**config.mk**
```make
export PLATFORM = sky130hd
export DESIGN_NAME = cartridge_bank_switch_scanline_irq_top_flat
export DESIGN_NICKNAME = d
export VERILOG_FILES = /design/src/hdl/cbsi_pkg.sv /design/src/hdl/cbsi_if.sv /design/src/hdl/cbsi_core.sv /design/src/hdl/cartridge_bank_switch_scanline_irq_top.sv /design/src/flat_wrapper.sv
export SDC_FILE = /design/constraint.sdc
export NUM_CORES = 1
export LEC_CHECK = 0
export BUFFER_PORTS_ARGS = -buffer_cell sky130_fd_sc_hd__buf_2
export CORE_ASPECT_RATIO = 1.25
export CORE_MARGIN = 8
export CORE_UTILIZATION = 48
export CTS_CLUSTER_DIAMETER = 30
export DETAILED_ROUTE_END_ITERATION = 8
export HOLD_SLACK_MARGIN = 0.02
export PLACE_DENSITY = 0.66
export SLEW_MARGIN = 10
export SYNTH_ARGS = -nofsm -noshare
export SYNTH_HDL_FRONTEND = slang
export SYNTH_SLANG_ARGS = --single-unit
```
**constraint.sdc**
```tcl
create_clock -name clock -period 4.8 [get_ports clock]
set_clock_uncertainty 0.05 [all_clocks]
set_input_delay 0.72 -clock clock [delete_from_list [all_inputs] [get_ports clock]]
set_output_delay 0.72 -clock clock [all_outputs]
set_load 0.005 [all_outputs]
```
**src/hdl/cbsi_pkg.sv**
```systemverilog
// Shared types and constants for the cartridge bank switch with scanline IRQ.
package cbsi_pkg;

   typedef enum logic [1:0] {
      OP_WRITE = 2'd0,
      OP_VIDEO = 2'd1,
      OP_READ  = 2'd2
   } op_type;

   typedef enum logic [0:0] {
      CSR_MIRRORING_RESET    = 1'b0,
      CSR_EDGE_FILTER_CYCLES = 1'b1
   } csr_index_type;

   localparam int CycleWidth = 48;
   localparam int FilterWidth = 4;
   localparam int CsrDataWidth = 4;

   localparam logic [15:0] WriteDecodeMask = 16'hF007;
   localparam logic [15:0] PrgBankLo       = 16'h8000;
   localparam logic [15:0] PrgBankHi       = 16'h8003;
   localparam logic [15:0] ChrBankLo       = 16'h9000;
   localparam logic [15:0] ChrBankHi       = 16'h9007;
   localparam logic [15:0] IrqDisableAddr  = 16'hC002;
   localparam logic [15:0] IrqEnableAddr   = 16'hC003;
   localparam logic [15:0] IrqLoadAddr     = 16'hC005;
   localparam logic [15:0] MirrorAddr      = 16'hD001;
   localparam logic [15:0] ChrSpaceEnd     = 16'h2000;
   localparam logic [15:0] PrgSpaceStart   = 16'h8000;

   localparam logic [7:0] PrgLastBank = 8'hFF;
   localparam logic [FilterWidth-1:0] FilterReset = 4'd3;

   typedef struct packed {
      logic [1:0]            operation;
      logic [15:0]           address;
      logic [7:0]            write_value;
      logic [CycleWidth-1:0] cpu_cycle;
   } item_type;

   typedef struct packed {
      logic       irq_line;
      logic       mirror_horizontal;
      logic [7:0] selected_bank;
   } result_type;

   typedef struct packed {
      logic irq_enable;
      logic irq_pending;
   } status_type;

endpackage

```
**src/hdl/cbsi_if.sv**
```systemverilog
// Valid/ready channel interfaces for request and response words.
interface cbsi_req_if;
   logic        valid;
   logic        ready;
   logic [1:0]  operation;
   logic [15:0] address;
   logic [7:0]  write_value;
   logic [cbsi_pkg::CycleWidth-1:0] cpu_cycle;

   modport source (output valid, output operation, output address, output write_value,
                   output cpu_cycle, input ready);
   modport sink (input valid, input operation, input address, input write_value,
                 input cpu_cycle, output ready);
endinterface

interface cbsi_rsp_if;
   logic       valid;
   logic       ready;
   logic       irq_line;
   logic       mirror_horizontal;
   logic [7:0] selected_bank;

   modport source (output valid, output irq_line, output mirror_horizontal,
                   output selected_bank, input ready);
   modport sink (input valid, input irq_line, input mirror_horizontal,
                 input selected_bank, output ready);
endinterface

```
**src/hdl/cbsi_core.sv**
```systemverilog
// Mapper state: bank registers, edge filter on address line 12, IRQ counter and result logic.
module cbsi_core (
   input  logic                  clock,
   input  logic                  reset,
   input  logic                  fire,
   input  cbsi_pkg::item_type    item,
   input  logic                  csr_we,
   input  logic                  csr_index,
   input  logic [cbsi_pkg::CsrDataWidth-1:0] csr_wdata,
   output cbsi_pkg::result_type  result,
   output cbsi_pkg::status_type  status
);

   logic [7:0] prg_ff [4];
   logic [7:0] prg_in [4];
   logic [7:0] chr_ff [8];
   logic [7:0] chr_in [8];
   logic [7:0] count_ff, count_in;
   logic       enable_ff, enable_in;
   logic       pending_ff, pending_in;
   logic       mirror_ff, mirror_in;
   logic       low_valid_ff, low_valid_in;
   logic [cbsi_pkg::CycleWidth-1:0] low_since_ff, low_since_in;
   logic [cbsi_pkg::FilterWidth-1:0] filter_ff, filter_in;

   logic [15:0] key;
   logic [cbsi_pkg::CycleWidth:0] diff;
   logic        rise;
   logic [7:0]  count_dec;
   logic [7:0]  bank;

   assign key = item.address & cbsi_pkg::WriteDecodeMask;
   assign diff = {1'b0, item.cpu_cycle} - {1'b0, low_since_ff};
   assign count_dec = count_ff - 8'd1;

   always_comb begin
      if (!low_valid_ff || !item.address[12]) begin
         rise = 1'b0;
      end else if (diff[cbsi_pkg::CycleWidth]) begin
         rise = (filter_ff == '0);
      end else begin
         rise = (diff[cbsi_pkg::CycleWidth-1:0] >=
                 {{(cbsi_pkg::CycleWidth-cbsi_pkg::FilterWidth){1'b0}}, filter_ff});
      end
   end

   always_comb begin
      prg_in       = prg_ff;
      chr_in       = chr_ff;
      count_in     = count_ff;
      enable_in    = enable_ff;
      pending_in   = pending_ff;
      mirror_in    = mirror_ff;
      low_valid_in = low_valid_ff;
      low_since_in = low_since_ff;
      filter_in    = filter_ff;
      bank         = 8'd0;
      case (cbsi_pkg::op_type'(item.operation))
         cbsi_pkg::OP_WRITE: begin
            if (key inside {[cbsi_pkg::PrgBankLo:cbsi_pkg::PrgBankHi]}) begin
               prg_in[key[1:0]] = item.write_value;
            end else if (key inside {[cbsi_pkg::ChrBankLo:cbsi_pkg::ChrBankHi]}) begin
               chr_in[key[2:0]] = item.write_value;
            end else if (key == cbsi_pkg::IrqDisableAddr) begin
               enable_in  = 1'b0;
               pending_in = 1'b0;
            end else if (key == cbsi_pkg::IrqEnableAddr) begin
               enable_in = 1'b1;
            end else if (key == cbsi_pkg::IrqLoadAddr) begin
               count_in = item.write_value;
            end else if (key == cbsi_pkg::MirrorAddr) begin
               mirror_in = item.write_value[0];
            end
         end
         cbsi_pkg::OP_VIDEO: begin
            if (item.address[12]) begin
               low_valid_in = 1'b0;
               low_since_in = '0;
            end else if (!low_valid_ff) begin
               low_valid_in = 1'b1;
               low_since_in = item.cpu_cycle;
            end
            if (rise && enable_ff) begin
               count_in = count_dec;
               if (count_dec == 8'd0) begin
                  enable_in  = 1'b0;
                  pending_in = 1'b1;
               end
            end
            if (item.address < cbsi_pkg::ChrSpaceEnd) begin
               bank = chr_ff[item.address[12:10]];
            end
         end
         cbsi_pkg::OP_READ: begin
            if (item.address >= cbsi_pkg::PrgSpaceStart) begin
               bank = prg_ff[item.address[14:13]];
            end
         end
         default: begin
         end
      endcase
      // csr writes should land only while idle; the block itself does not enforce this
      if (csr_we) begin
         case (cbsi_pkg::csr_index_type'(csr_index))
            cbsi_pkg::CSR_MIRRORING_RESET:    mirror_in = csr_wdata[0];
            cbsi_pkg::CSR_EDGE_FILTER_CYCLES: filter_in = csr_wdata;
            default: begin
            end
         endcase
      end
   end

   assign result.irq_line          = pending_in;
   assign result.mirror_horizontal = mirror_in;
   assign result.selected_bank     = bank;
   assign status.irq_enable        = enable_ff;
   assign status.irq_pending       = pending_ff;

   always_ff @(posedge clock) begin
      if (reset) begin
         prg_ff       <= '{8'd0, 8'd0, 8'd0, cbsi_pkg::PrgLastBank};
         chr_ff       <= '{default: 8'd0};
         count_ff     <= 8'd0;
         enable_ff    <= 1'b0;
         pending_ff   <= 1'b0;
         mirror_ff    <= 1'b0;
         low_valid_ff <= 1'b0;
         low_since_ff <= '0;
         filter_ff    <= cbsi_pkg::FilterReset;
      end else if (fire) begin
         prg_ff       <= prg_in;
         chr_ff       <= chr_in;
         count_ff     <= count_in;
         enable_ff    <= enable_in;
         pending_ff   <= pending_in;
         mirror_ff    <= mirror_in;
         low_valid_ff <= low_valid_in;
         low_since_ff <= low_since_in;
         filter_ff    <= filter_in;
      end else if (csr_we) begin
         mirror_ff <= mirror_in;
         filter_ff <= filter_in;
      end
   end

endmodule

```
**src/hdl/cartridge_bank_switch_scanline_irq_top.sv**
```systemverilog
// Top level: input word register, mapper core and output word register.
//
//   port      dir   role
//   req_if    in    request words: operation, address, write_value, cpu_cycle
//   rsp_if    out   response words: irq_line, mirror_horizontal, selected_bank
//   csr_*     in    config writes: index 0 mirroring reset, 1 edge filter cycles
//
// One word per cycle sustained while rsp_if.ready holds; a request word passes
// the input register, then core logic into the output register.
// Synchronous active-high reset; banks, IRQ state and filter take reset values.
// A stalled response holds in the output register while the input register
// still takes one more word; req_if.ready drops only when both are full.
module cartridge_bank_switch_scanline_irq_top (
   input  logic              clock,
   input  logic              reset,
   cbsi_req_if.sink          req_if,
   cbsi_rsp_if.source        rsp_if,
   input  logic              csr_we,
   input  logic              csr_index,
   input  logic [cbsi_pkg::CsrDataWidth-1:0] csr_wdata
);

   logic                 in_vld_ff, in_vld_in;
   cbsi_pkg::item_type   item_ff;
   logic                 out_vld_ff, out_vld_in;
   cbsi_pkg::result_type res_ff;
   cbsi_pkg::result_type core_res;
   cbsi_pkg::status_type core_status;
   logic                 fire;
   logic                 req_take;

   assign fire     = in_vld_ff && (!out_vld_ff || rsp_if.ready);
   assign req_take = req_if.valid && req_if.ready;
   assign req_if.ready = !in_vld_ff || fire;

   always_comb begin
      in_vld_in = in_vld_ff;
      if (req_take) begin
         in_vld_in = 1'b1;
      end else if (fire) begin
         in_vld_in = 1'b0;
      end
      out_vld_in = out_vld_ff;
      if (fire) begin
         out_vld_in = 1'b1;
      end else if (rsp_if.ready) begin
         out_vld_in = 1'b0;
      end
   end

   always_ff @(posedge clock) begin
      if (reset) begin
         in_vld_ff  <= 1'b0;
         out_vld_ff <= 1'b0;
      end else begin
         in_vld_ff  <= in_vld_in;
         out_vld_ff <= out_vld_in;
      end
   end

   always_ff @(posedge clock) begin
      if (req_take) begin
         item_ff.operation   <= req_if.operation;
         item_ff.address     <= req_if.address;
         item_ff.write_value <= req_if.write_value;
         item_ff.cpu_cycle   <= req_if.cpu_cycle;
      end
      if (fire) begin
         res_ff <= core_res;
      end
   end

   cbsi_core u_core (
      .clock     (clock),
      .reset     (reset),
      .fire      (fire),
      .item      (item_ff),
      .csr_we    (csr_we),
      .csr_index (csr_index),
      .csr_wdata (csr_wdata),
      .result    (core_res),
      .status    (core_status)
   );

   assign rsp_if.valid             = out_vld_ff;
   assign rsp_if.irq_line          = res_ff.irq_line;
   assign rsp_if.mirror_horizontal = res_ff.mirror_horizontal;
   assign rsp_if.selected_bank     = res_ff.selected_bank;

`ifndef SYNTH
   a_irq_from_enable: assert property (@(posedge clock) disable iff (reset)
      $rose(core_status.irq_pending) |-> $past(core_status.irq_enable))
      else $error("irq raised while counting disabled");

   a_rsp_valid_hold: assert property (@(posedge clock) disable iff (reset)
      rsp_if.valid && !rsp_if.ready |=> rsp_if.valid)
      else $error("stalled response word withdrawn");

   a_no_overwrite: assert property (@(posedge clock) disable iff (reset)
      out_vld_ff && !rsp_if.ready |=> $stable(res_ff))
      else $error("stalled response word overwritten");

   a_no_drop: assert property (@(posedge clock) disable iff (reset)
      in_vld_ff && !fire |=> in_vld_ff)
      else $error("held request word dropped");
`endif

endmodule

```
**src/flat_wrapper.sv**
```systemverilog
// flat-port wrapper written by rule: the top's interface ports become plain ports
module cartridge_bank_switch_scanline_irq_top_flat 
  (clock, reset, csr_we, csr_index, csr_wdata, req_if_valid, req_if_operation, req_if_address, req_if_write_value, req_if_cpu_cycle, req_if_ready, rsp_if_valid, rsp_if_irq_line, rsp_if_mirror_horizontal, rsp_if_selected_bank, rsp_if_ready);
  cbsi_req_if req_if_i ();
  cbsi_rsp_if rsp_if_i ();
  input  logic clock;
  input  logic reset;
  input  logic csr_we;
  input  logic csr_index;
  input  logic [cbsi_pkg::CsrDataWidth-1:0] csr_wdata;
  input wire logic [$bits(req_if_i.valid)-1:0] req_if_valid;
  input wire logic [$bits(req_if_i.operation)-1:0] req_if_operation;
  input wire logic [$bits(req_if_i.address)-1:0] req_if_address;
  input wire logic [$bits(req_if_i.write_value)-1:0] req_if_write_value;
  input wire logic [$bits(req_if_i.cpu_cycle)-1:0] req_if_cpu_cycle;
  output wire logic [$bits(req_if_i.ready)-1:0] req_if_ready;
  output wire logic [$bits(rsp_if_i.valid)-1:0] rsp_if_valid;
  output wire logic [$bits(rsp_if_i.irq_line)-1:0] rsp_if_irq_line;
  output wire logic [$bits(rsp_if_i.mirror_horizontal)-1:0] rsp_if_mirror_horizontal;
  output wire logic [$bits(rsp_if_i.selected_bank)-1:0] rsp_if_selected_bank;
  input wire logic [$bits(rsp_if_i.ready)-1:0] rsp_if_ready;
  assign req_if_i.valid = req_if_valid;
  assign req_if_i.operation = req_if_operation;
  assign req_if_i.address = req_if_address;
  assign req_if_i.write_value = req_if_write_value;
  assign req_if_i.cpu_cycle = req_if_cpu_cycle;
  assign req_if_ready = req_if_i.ready;
  assign rsp_if_valid = rsp_if_i.valid;
  assign rsp_if_irq_line = rsp_if_i.irq_line;
  assign rsp_if_mirror_horizontal = rsp_if_i.mirror_horizontal;
  assign rsp_if_selected_bank = rsp_if_i.selected_bank;
  assign rsp_if_i.ready = rsp_if_ready;
  cartridge_bank_switch_scanline_irq_top u_core (.clock(clock), .reset(reset), .req_if(req_if_i), .rsp_if(rsp_if_i), .csr_we(csr_we), .csr_index(csr_index), .csr_wdata(csr_wdata));
endmodule
```
==> results of run 1 <==
metal layers:
metal / global-route usage / routed length [microns]
met5: 0 / 0
met1: 0.236 / 13900
met4: 0.101 / 1530
met2: 0.379 / 18400
met3: 0.0333 / 1500
power groups by stage:
stage                     clock network [mW]  registers [mW]  logic (mW)
after floorplan                            0            2.20       0.403
after global placement                     0            2.24       0.534
after detailed placement                   0            2.24       0.539
after CTS                               3.45            2.20       0.543
after global routing                    3.55            2.21       0.600
final                                   3.40            2.20       0.548
how the worst min path moves through the flow:
stage,endpoint,start,depth (start not counted)
2_1_floorplan,u_core.u_core.mirror_ff,u_core.u_core.mirror_ff,2
3_3_place_gp,u_core.u_core.mirror_ff,u_core.u_core.mirror_ff,2
3_5_place_dp,u_core.u_core.mirror_ff,u_core.u_core.mirror_ff,2
4_1_cts,u_core.item_ff[52],req_if_write_value[4],1
5_1_grt,u_core.item_ff[52],req_if_write_value[4],1
6_report,u_core.item_ff[34],req_if_cpu_cycle[34],1
worst max-delay path: cells and delay by family, from the launching register on:
kind	cells	cell delay, ns
AO/OA/AOI/OAI	8	2.15
adder cells (fa/ha/maj)	1	0.40
flip-flops	1	0.39
AND/OR/NAND/NOR	4	1.20
flip-flops by register name, indices dropped and copies added, names as in the netlist:
name                             cells
u_core.in_vld_ff                     1
u_core.u_core.low_valid_ff           1
u_core.u_core.enable_ff              1
u_core.item_ff                      67
u_core.u_core.mirror_ff              1
u_core.rsp_if.irq_line               1
u_core.u_core.prg_ff                32
u_core.rsp_if.selected_bank          8
u_core.u_core.chr_ff                64
u_core.rsp_if.mirror_horizontal      1
u_core.u_core.low_since_ff          48
u_core.u_core.count_ff               8
u_core.u_core.filter_ff              4
u_core.u_core.pending_ff             1
u_core.rsp_if.valid                  1
kinds of logic after synthesis:
group                      count (synthesis)
AOI/OAI and AO/OA                        319
xor gates and xnor gates                  19
and+or+nand+nor                          479
adders and majority gates                 58
buffers and inverters                    156
DFF                                      239
muxes                                    141
Yosys cell counts (27+ instances only):
cell | count | area [sq um]
nor2_1 | 217 | 815
clkbuf_1 | 65 | 244
nor3_1 | 27 | 135
edfxtp_1 | 77 | 2310
a22oi_1 | 51 | 383
mux2i_1 | 114 | 1140
nand2_1 | 98 | 368
ha_1 | 57 | 713
inv_1 | 74 | 278
dfxtp_1 | 162 | 3240
nand3_1 | 35 | 175
o21ai_0 | 52 | 260
a21oi_1 | 75 | 375
area by class of cell:
type,instances,area (sq um),area share
Multi-Input combinational cell,1016,7070,0.455
Tap cell,350,438,0.0282
Inverter,74,278,0.0179
Timing Repair Buffer,99,526,0.0338
Clock inverter,35,479,0.0309
Clock buffer,49,1180,0.0761
Sequential cell,239,5560,0.358
==> out/metrics.csv, run 1 <==
stage;metric;value;unit
cells_and_area;drive_gt1_frac;0.158;
power_and_ir_drop;pwr-share-seq;0.359;
critical_path;path_max_fanout;11;
critical_path;crit_start;u_core.item_ff[26];
timing;slew_headroom;0.236;
critical_path;crit_path_top_delay_cell;a2111oi_0;
synthesis;synth_compound_area_frac;0.170;
clock_tree;clock_latency;0.55;ns
cells_and_area;nFillCells;2470;
placement;gpl.final_weighted_congestion;0.925;
drt;detail_route.wl_per_cell;19.0;microns
timing;finalSetupViolations;0;
synthesis;synth_simple_gate_area_share;0.166;
timing;slew_violations;0;
timing;max_freq;230;MHz
power_and_ir_drop;p_total;6.15;mW
synthesis;yosysWarnings;0;
clock_tree;numCtsBuffers;45;
critical_path;worst-r2r-setup-slack;0.44;ns
synthesis;synthArstFlopShare;0;
critical_path;slowest_delay;0.66;ns
outcome;status;finished, final reports clean;
synthesis;synth_edf_count;77;
timing;fin_crit;4.36;ns
power_and_ir_drop;p_sw;1.55;mW
placement;dpl_cell_area;13900;sq um
placement;dpl.hpwl;25.0;mm
critical_path;start_kind;register;
timing;worst_slew_pin_slew;1.14;ns
clock_tree;cts_hold_buffers;0;
critical_path;worstSetupEndpoint;u_core.u_core.count_ff[0];
critical_path;worstPathCellList;ha_1 -> a21oi_1 -> o21ai_0 -> a21oi_1 -> o31ai_1 -> a2111oi_0 -> and4_1 -> nand4_1 -> nor4b_4 -> a31oi_1 -> or2_1 -> o21ai_1 -> a221oi_2;
critical_path;crit_top_cell;a21oi_1;
drt;drtPass1Iterations;5;
power_and_ir_drop;power_density;396;nW/um^2
synthesis;synth_fa_ha_area_frac;0.0554;
timing;setup_ws;0.445;ns
die;dieWidth;164;microns
critical_path;r2r_cells;13;
timing;finalHoldViolations;0;
critical_path;rr_startpoint;u_core.item_ff[26];
timing;fin_setup_tns;0;ns
critical_path;timing.rr.end;u_core.u_core.count_ff[0];
drt;num_vias;10900;
timing;whs;0.291;ns
critical_path;cp.required;5.13;ns
synthesis;synth_area;13200;sq um
placement;dp.cells;1778;
global_routing;grt.total_usage;0.211;
critical_path;cp-end-kind;register;
synthesis;synth.distinct_cells;86;
die;num_rows;68;
critical_path;critPathKind;reg -> reg;
synthesis;yosys_register_bits;239;
synthesis;synth_nets;1553;
global_routing;antenna_found_initial;0;
power_and_ir_drop;p_leak;5.67;nW
die;initial_core_util;0.483;
power_and_ir_drop;ir_worst_vdd;290;uV
drt;wirelength;35.3;mm
cells_and_area;final_cell_mix;217 x nor2_1, 162 x dfxtp_1, 114 x mux2i_1;
clock_tree;clk_transition_reported_paths;0.05;ns
global_routing;grt_pass1_vias;10900;
power_and_ir_drop;power_frac_comb;0.089;
power_and_ir_drop;switching_share;0.252;
die;io_pins;96;
die;core-area;27400;sq um
drt;vias_per_cell;5.86;
min_path;min_path_type;in -> reg;
placement;port_buffers;88;
flow_run;drv_cap;0;
synthesis;syn_inst;1411;
cells_and_area;final_area;15500;sq um
clock_tree;cts_tree;done;
critical_path;worstPathArrival;4.68;ns
cells_and_area;finish.utilization;0.567;
timing;fin_crit_sh;0.907;
clock_tree;cts-resized-gates;0;
global_routing;grt_max_degree;92;
synthesis;synth_mux_area_frac;0.130;
synthesis;seq_area_frac_synth;0.420;
power_and_ir_drop;p_clk_frac;0.552;
synthesis;postSynthAreaPerCell;9.37;sq um
drt;postRouteAntennaNets;0;
synthesis;synth_top_family_by_area;compound AO/OA/AOI/OAI gates;
clock_tree;clock-sinks;239;
cells_and_area;layout_commonest_cell;nor2_1;
drt;drtIter0Drc;666;
global_routing;grt_pass1_wl;56.6;mm
placement;dp_slack;0.452;ns
cells_and_area;syn_to_final_growth;17.4;%
timing;rsz0062_at_grt;no;
cells_and_area;nNetsFinal;1617;
cells_and_area;n_antenna_cell;0;
clock_tree;post_cts_buffers;0;
cells_and_area;final_cell_count_no_fill;1862;
clock_tree;htree_levels;2;
synthesis;synth_xor_area_frac;0.0126;
clock_tree;clock_path_buffers;3;
power_and_ir_drop;p_int;4.60;mW
die;die_area;33200;sq um
drt;drc;0;
die;die_h;202;microns
synthesis;synth_flop_cell;dfxtp_1;
global_routing;grt_overflow;0;
clock_tree;cts_root_buf;clkbuf_16;
(Power assumes the default switching activity.)
==> inputs of run 2 (changes only) <==
- PLACE_DENSITY: 0.66 -> 0.68
- clock period: 4.8 -> 3.7 ns (I/O delays scaled with it)
==> out/metrics.csv, run 2 (synthesis results as in run 1) <==
stage;metric;value;unit;change
placement;dpl.hpwl;27.5;mm;+10%
outcome;status;finished, violations left;;
cells_and_area;final_area;17300;sq um;+12%
min_path;whs_path_depth;1;;unchanged
cells_and_area;nNetsFinal;1820;;+13%
power_and_ir_drop;ir_worst_vdd;385;uV;+33%
timing;slew_headroom;0.345;;+0.109
global_routing;grt_pass1_vias;11700;;+8.0%
timing;finalHoldViolations;0;;unchanged
timing;setup_ws;-0.189;ns;-0.634 ns
placement;port_buffers;88;;unchanged
critical_path;rr_startpoint;u_core.item_ff[0];;
drt;drtIter0Drc;718;;+7.8%
global_routing;grt_pass1_wl;60.3;mm;+6.6%
drt;wirelength;38.3;mm;+8.5%
placement;dpl_cell_area;15300;sq um;+11%
clock_tree;cts_hold_buffers;0;;unchanged
die;dieWidth;164;microns;unchanged
clock_tree;cts_root_buf;clkbuf_16;;
clock_tree;numCtsBuffers;46;;+2.2%
drt;postRouteAntennaNets;0;;unchanged
die;die_h;202;microns;unchanged
die;num_rows;68;;unchanged
cells_and_area;regMostFlops;u_core.item_ff;;
timing;slew_violations;0;;unchanged
global_routing;grt_max_degree;87;;-5.4%
die;die_area;33200;sq um;unchanged
clock_tree;cts_tree;done;;
power_and_ir_drop;switching_share;0.247;;-0.00448
cells_and_area;final_cell_mix;215 x nor2_1, 210 x buf_4, 161 x dfxtp_1;;
power_and_ir_drop;power_density;470;nW/um^2;+19%
min_path;hold_path_end;u_core.item_ff[68];;
placement;dp.cells;1971;;+11%
critical_path;path_max_fanout;6;;-5
clock_tree;clock_latency;0.55;ns;about the same
clock_tree;clock_path_buffers;3;;unchanged
cells_and_area;layout_commonest_cell;nor2_1;;
timing;rsz0062_at_grt;yes;;
die;core-area;27400;sq um;unchanged
outcome;violations;negative setup slack;;
cells_and_area;largest_reg_flops;67;;unchanged
power_and_ir_drop;p_int;6.13;mW;+33%
critical_path;slowest_delay;0.51;ns;-0.15 ns
placement;gpl.final_weighted_congestion;0.917;;-0.89%
power_and_ir_drop;power_frac_comb;0.116;;+0.027
critical_path;crit_buf_inv;2;;+2
clock_tree;htree_levels;2;;unchanged
die;io_pins;96;;unchanged
power_and_ir_drop;p_sw;2.01;mW;+30%
clock_tree;clk_transition_reported_paths;0.05;ns;about the same
die;initial_core_util;0.483;;unchanged
global_routing;grt.total_usage;0.227;;+0.0165
timing;fin_crit_sh;1.05;;+0.144
cells_and_area;drive_gt1_frac;0.285;;+0.127
critical_path;worstPathCellList;inv_2 -> ha_4 -> fa_2 -> nor2b_4 -> o31ai_4 -> a211oi_2 -> o2111a_2 -> o21ai_1 -> a32o_1 -> or4_4 -> nor4b_4 -> buf_4 -> a31oi_4 -> or2_4 -> mux2i_1 -> nor2_1;;
global_routing;antenna_found_initial;0;;unchanged
power_and_ir_drop;pwr-share-seq;0.351;;-0.008
critical_path;timing.rr.end;u_core.u_core.count_ff[1];;
critical_path;cp.required;4.04;ns;-1.09 ns
drt;drc;0;;unchanged
timing;finalSetupViolations;9;;+9
timing;max_freq;257;MHz;+12%
cells_and_area;nFillCells;2287;;-7.4%
critical_path;start_kind;register;;
min_path;min_path_type;in -> reg;;
flow_run;drv_cap;0;;unchanged
cells_and_area;syn_to_final_growth;31.2;%;
power_and_ir_drop;p_leak;6.67;nW;+18%
critical_path;r2r_cells;16;;+3
clock_tree;clock-sinks;239;;unchanged
drt;num_vias;11700;;+7.2%
timing;fin_crit;3.89;ns;-0.466 ns
drt;detail_route.wl_per_cell;18.6;microns;-2.2%
global_routing;grt_overflow;0;;unchanged
drt;drtPass1Iterations;5;;unchanged
timing;worst_slew_pin_slew;0.982;ns;-0.159 ns
drt;vias_per_cell;5.67;;-3.3%
critical_path;cp-end-kind;register;;
cells_and_area;n_antenna_cell;0;;unchanged
power_and_ir_drop;p_clk_frac;0.533;;-0.019
cells_and_area;finish.utilization;0.633;;+0.0665
cells_and_area;biggestRegsByFlops;u_core.item_ff x67, u_core.u_core.chr_ff x64, u_core.u_core.low_since_ff x48;;
critical_path;path_delay_family;simple AND/OR/NAND/NOR gates;;
critical_path;crit_path_top_delay_cell;or4_4;;
critical_path;critPathKind;reg -> reg;;
min_path;min-delay-start;req_if_address[12];;
critical_path;worst-r2r-setup-slack;-0.19;ns;-0.63 ns
critical_path;worstPathArrival;4.23;ns;-0.45 ns
cells_and_area;final_cell_count_no_fill;2065;;+11%
## run 2: cell types whose count changed in the layout (fill, tap and decap cells not counted), sizes merged
cell | before | now
bufinv | 8 | 6
inv | 87 | 81
clkbuf | 49 | 62
clkinv | 9 | 7
or2 | 3 | 4
clkinvlp | 5 | 3
buf | 99 | 300
## run 2: timing repair
action / 4_1_cts / 5_1_grt
resized for setup: 28 / 51
setup buffers: 4 / 4
setup endpoints to repair: 11 / 11
pin swaps: 11 / 30
gates cloned: 1 / 0
## run 2: metal layers
metal	vias up	part of all wire	global-route usage
li1	5682	-	-
met1	5613	0.38	0.248
met2	311	0.52	0.409
met3	100	0.047	0.0401
met4	0	0.045	0.118
met5	-	0	0
## run 2: through the flow
step / TNS, ns / setup slack, ns / hold WS (ns) / power [mW]
after floorplan: 0 / 0.00377 / 0.381 / 3.38
after global placement: -4.03 / -0.436 / 0.397 / 3.78
after detailed placement: -3.88 / -0.427 / 0.404 / 3.79
after CTS: -1.13 / -0.169 / 0.109 / 8.19
after global routing: -3.15 / -0.374 / 0.105 / 8.44
final: -1.34 / -0.189 / 0.132 / 8.15
## run 2: layout make-up
cell class	instances	area, sq um	share of cell area
flip-flops and latches	239	5560	0.320
repair buffers	300	2050	0.118
inverters	74	278	0.0160
clock buffers	62	1300	0.0751
well taps	350	438	0.0252
clock inverters	23	339	0.0195
multi-input cells	1017	7380	0.425
## run 2: worst max path at each step
stage / startpoint / to / slack, ns / cells past startpoint
2_1_floorplan: u_core.item_ff[0] / u_core.u_core.count_ff[4] / 0.004 / 15
6_report: u_core.item_ff[0] / u_core.u_core.count_ff[1] / -0.19 / 16
5_1_grt: u_core.item_ff[1] / u_core.u_core.count_ff[1] / -0.37 / 19
3_5_place_dp: u_core.item_ff[0] / u_core.u_core.count_ff[0] / -0.43 / 16
3_3_place_gp: u_core.item_ff[8] / u_core.u_core.count_ff[0] / -0.44 / 14
4_1_cts: u_core.item_ff[0] / u_core.u_core.enable_ff / -0.17 / 16
## run 2: power groups by stage
stage          clock network (mW)  registers (mW)  logic, mW
2_1_floorplan                   0            2.86      0.523
3_3_place_gp                    0            2.91      0.871
3_5_place_dp                    0            2.91      0.880
4_1_cts                      4.42            2.86      0.903
5_1_grt                      4.55            2.87       1.02
6_report                     4.34            2.86      0.942
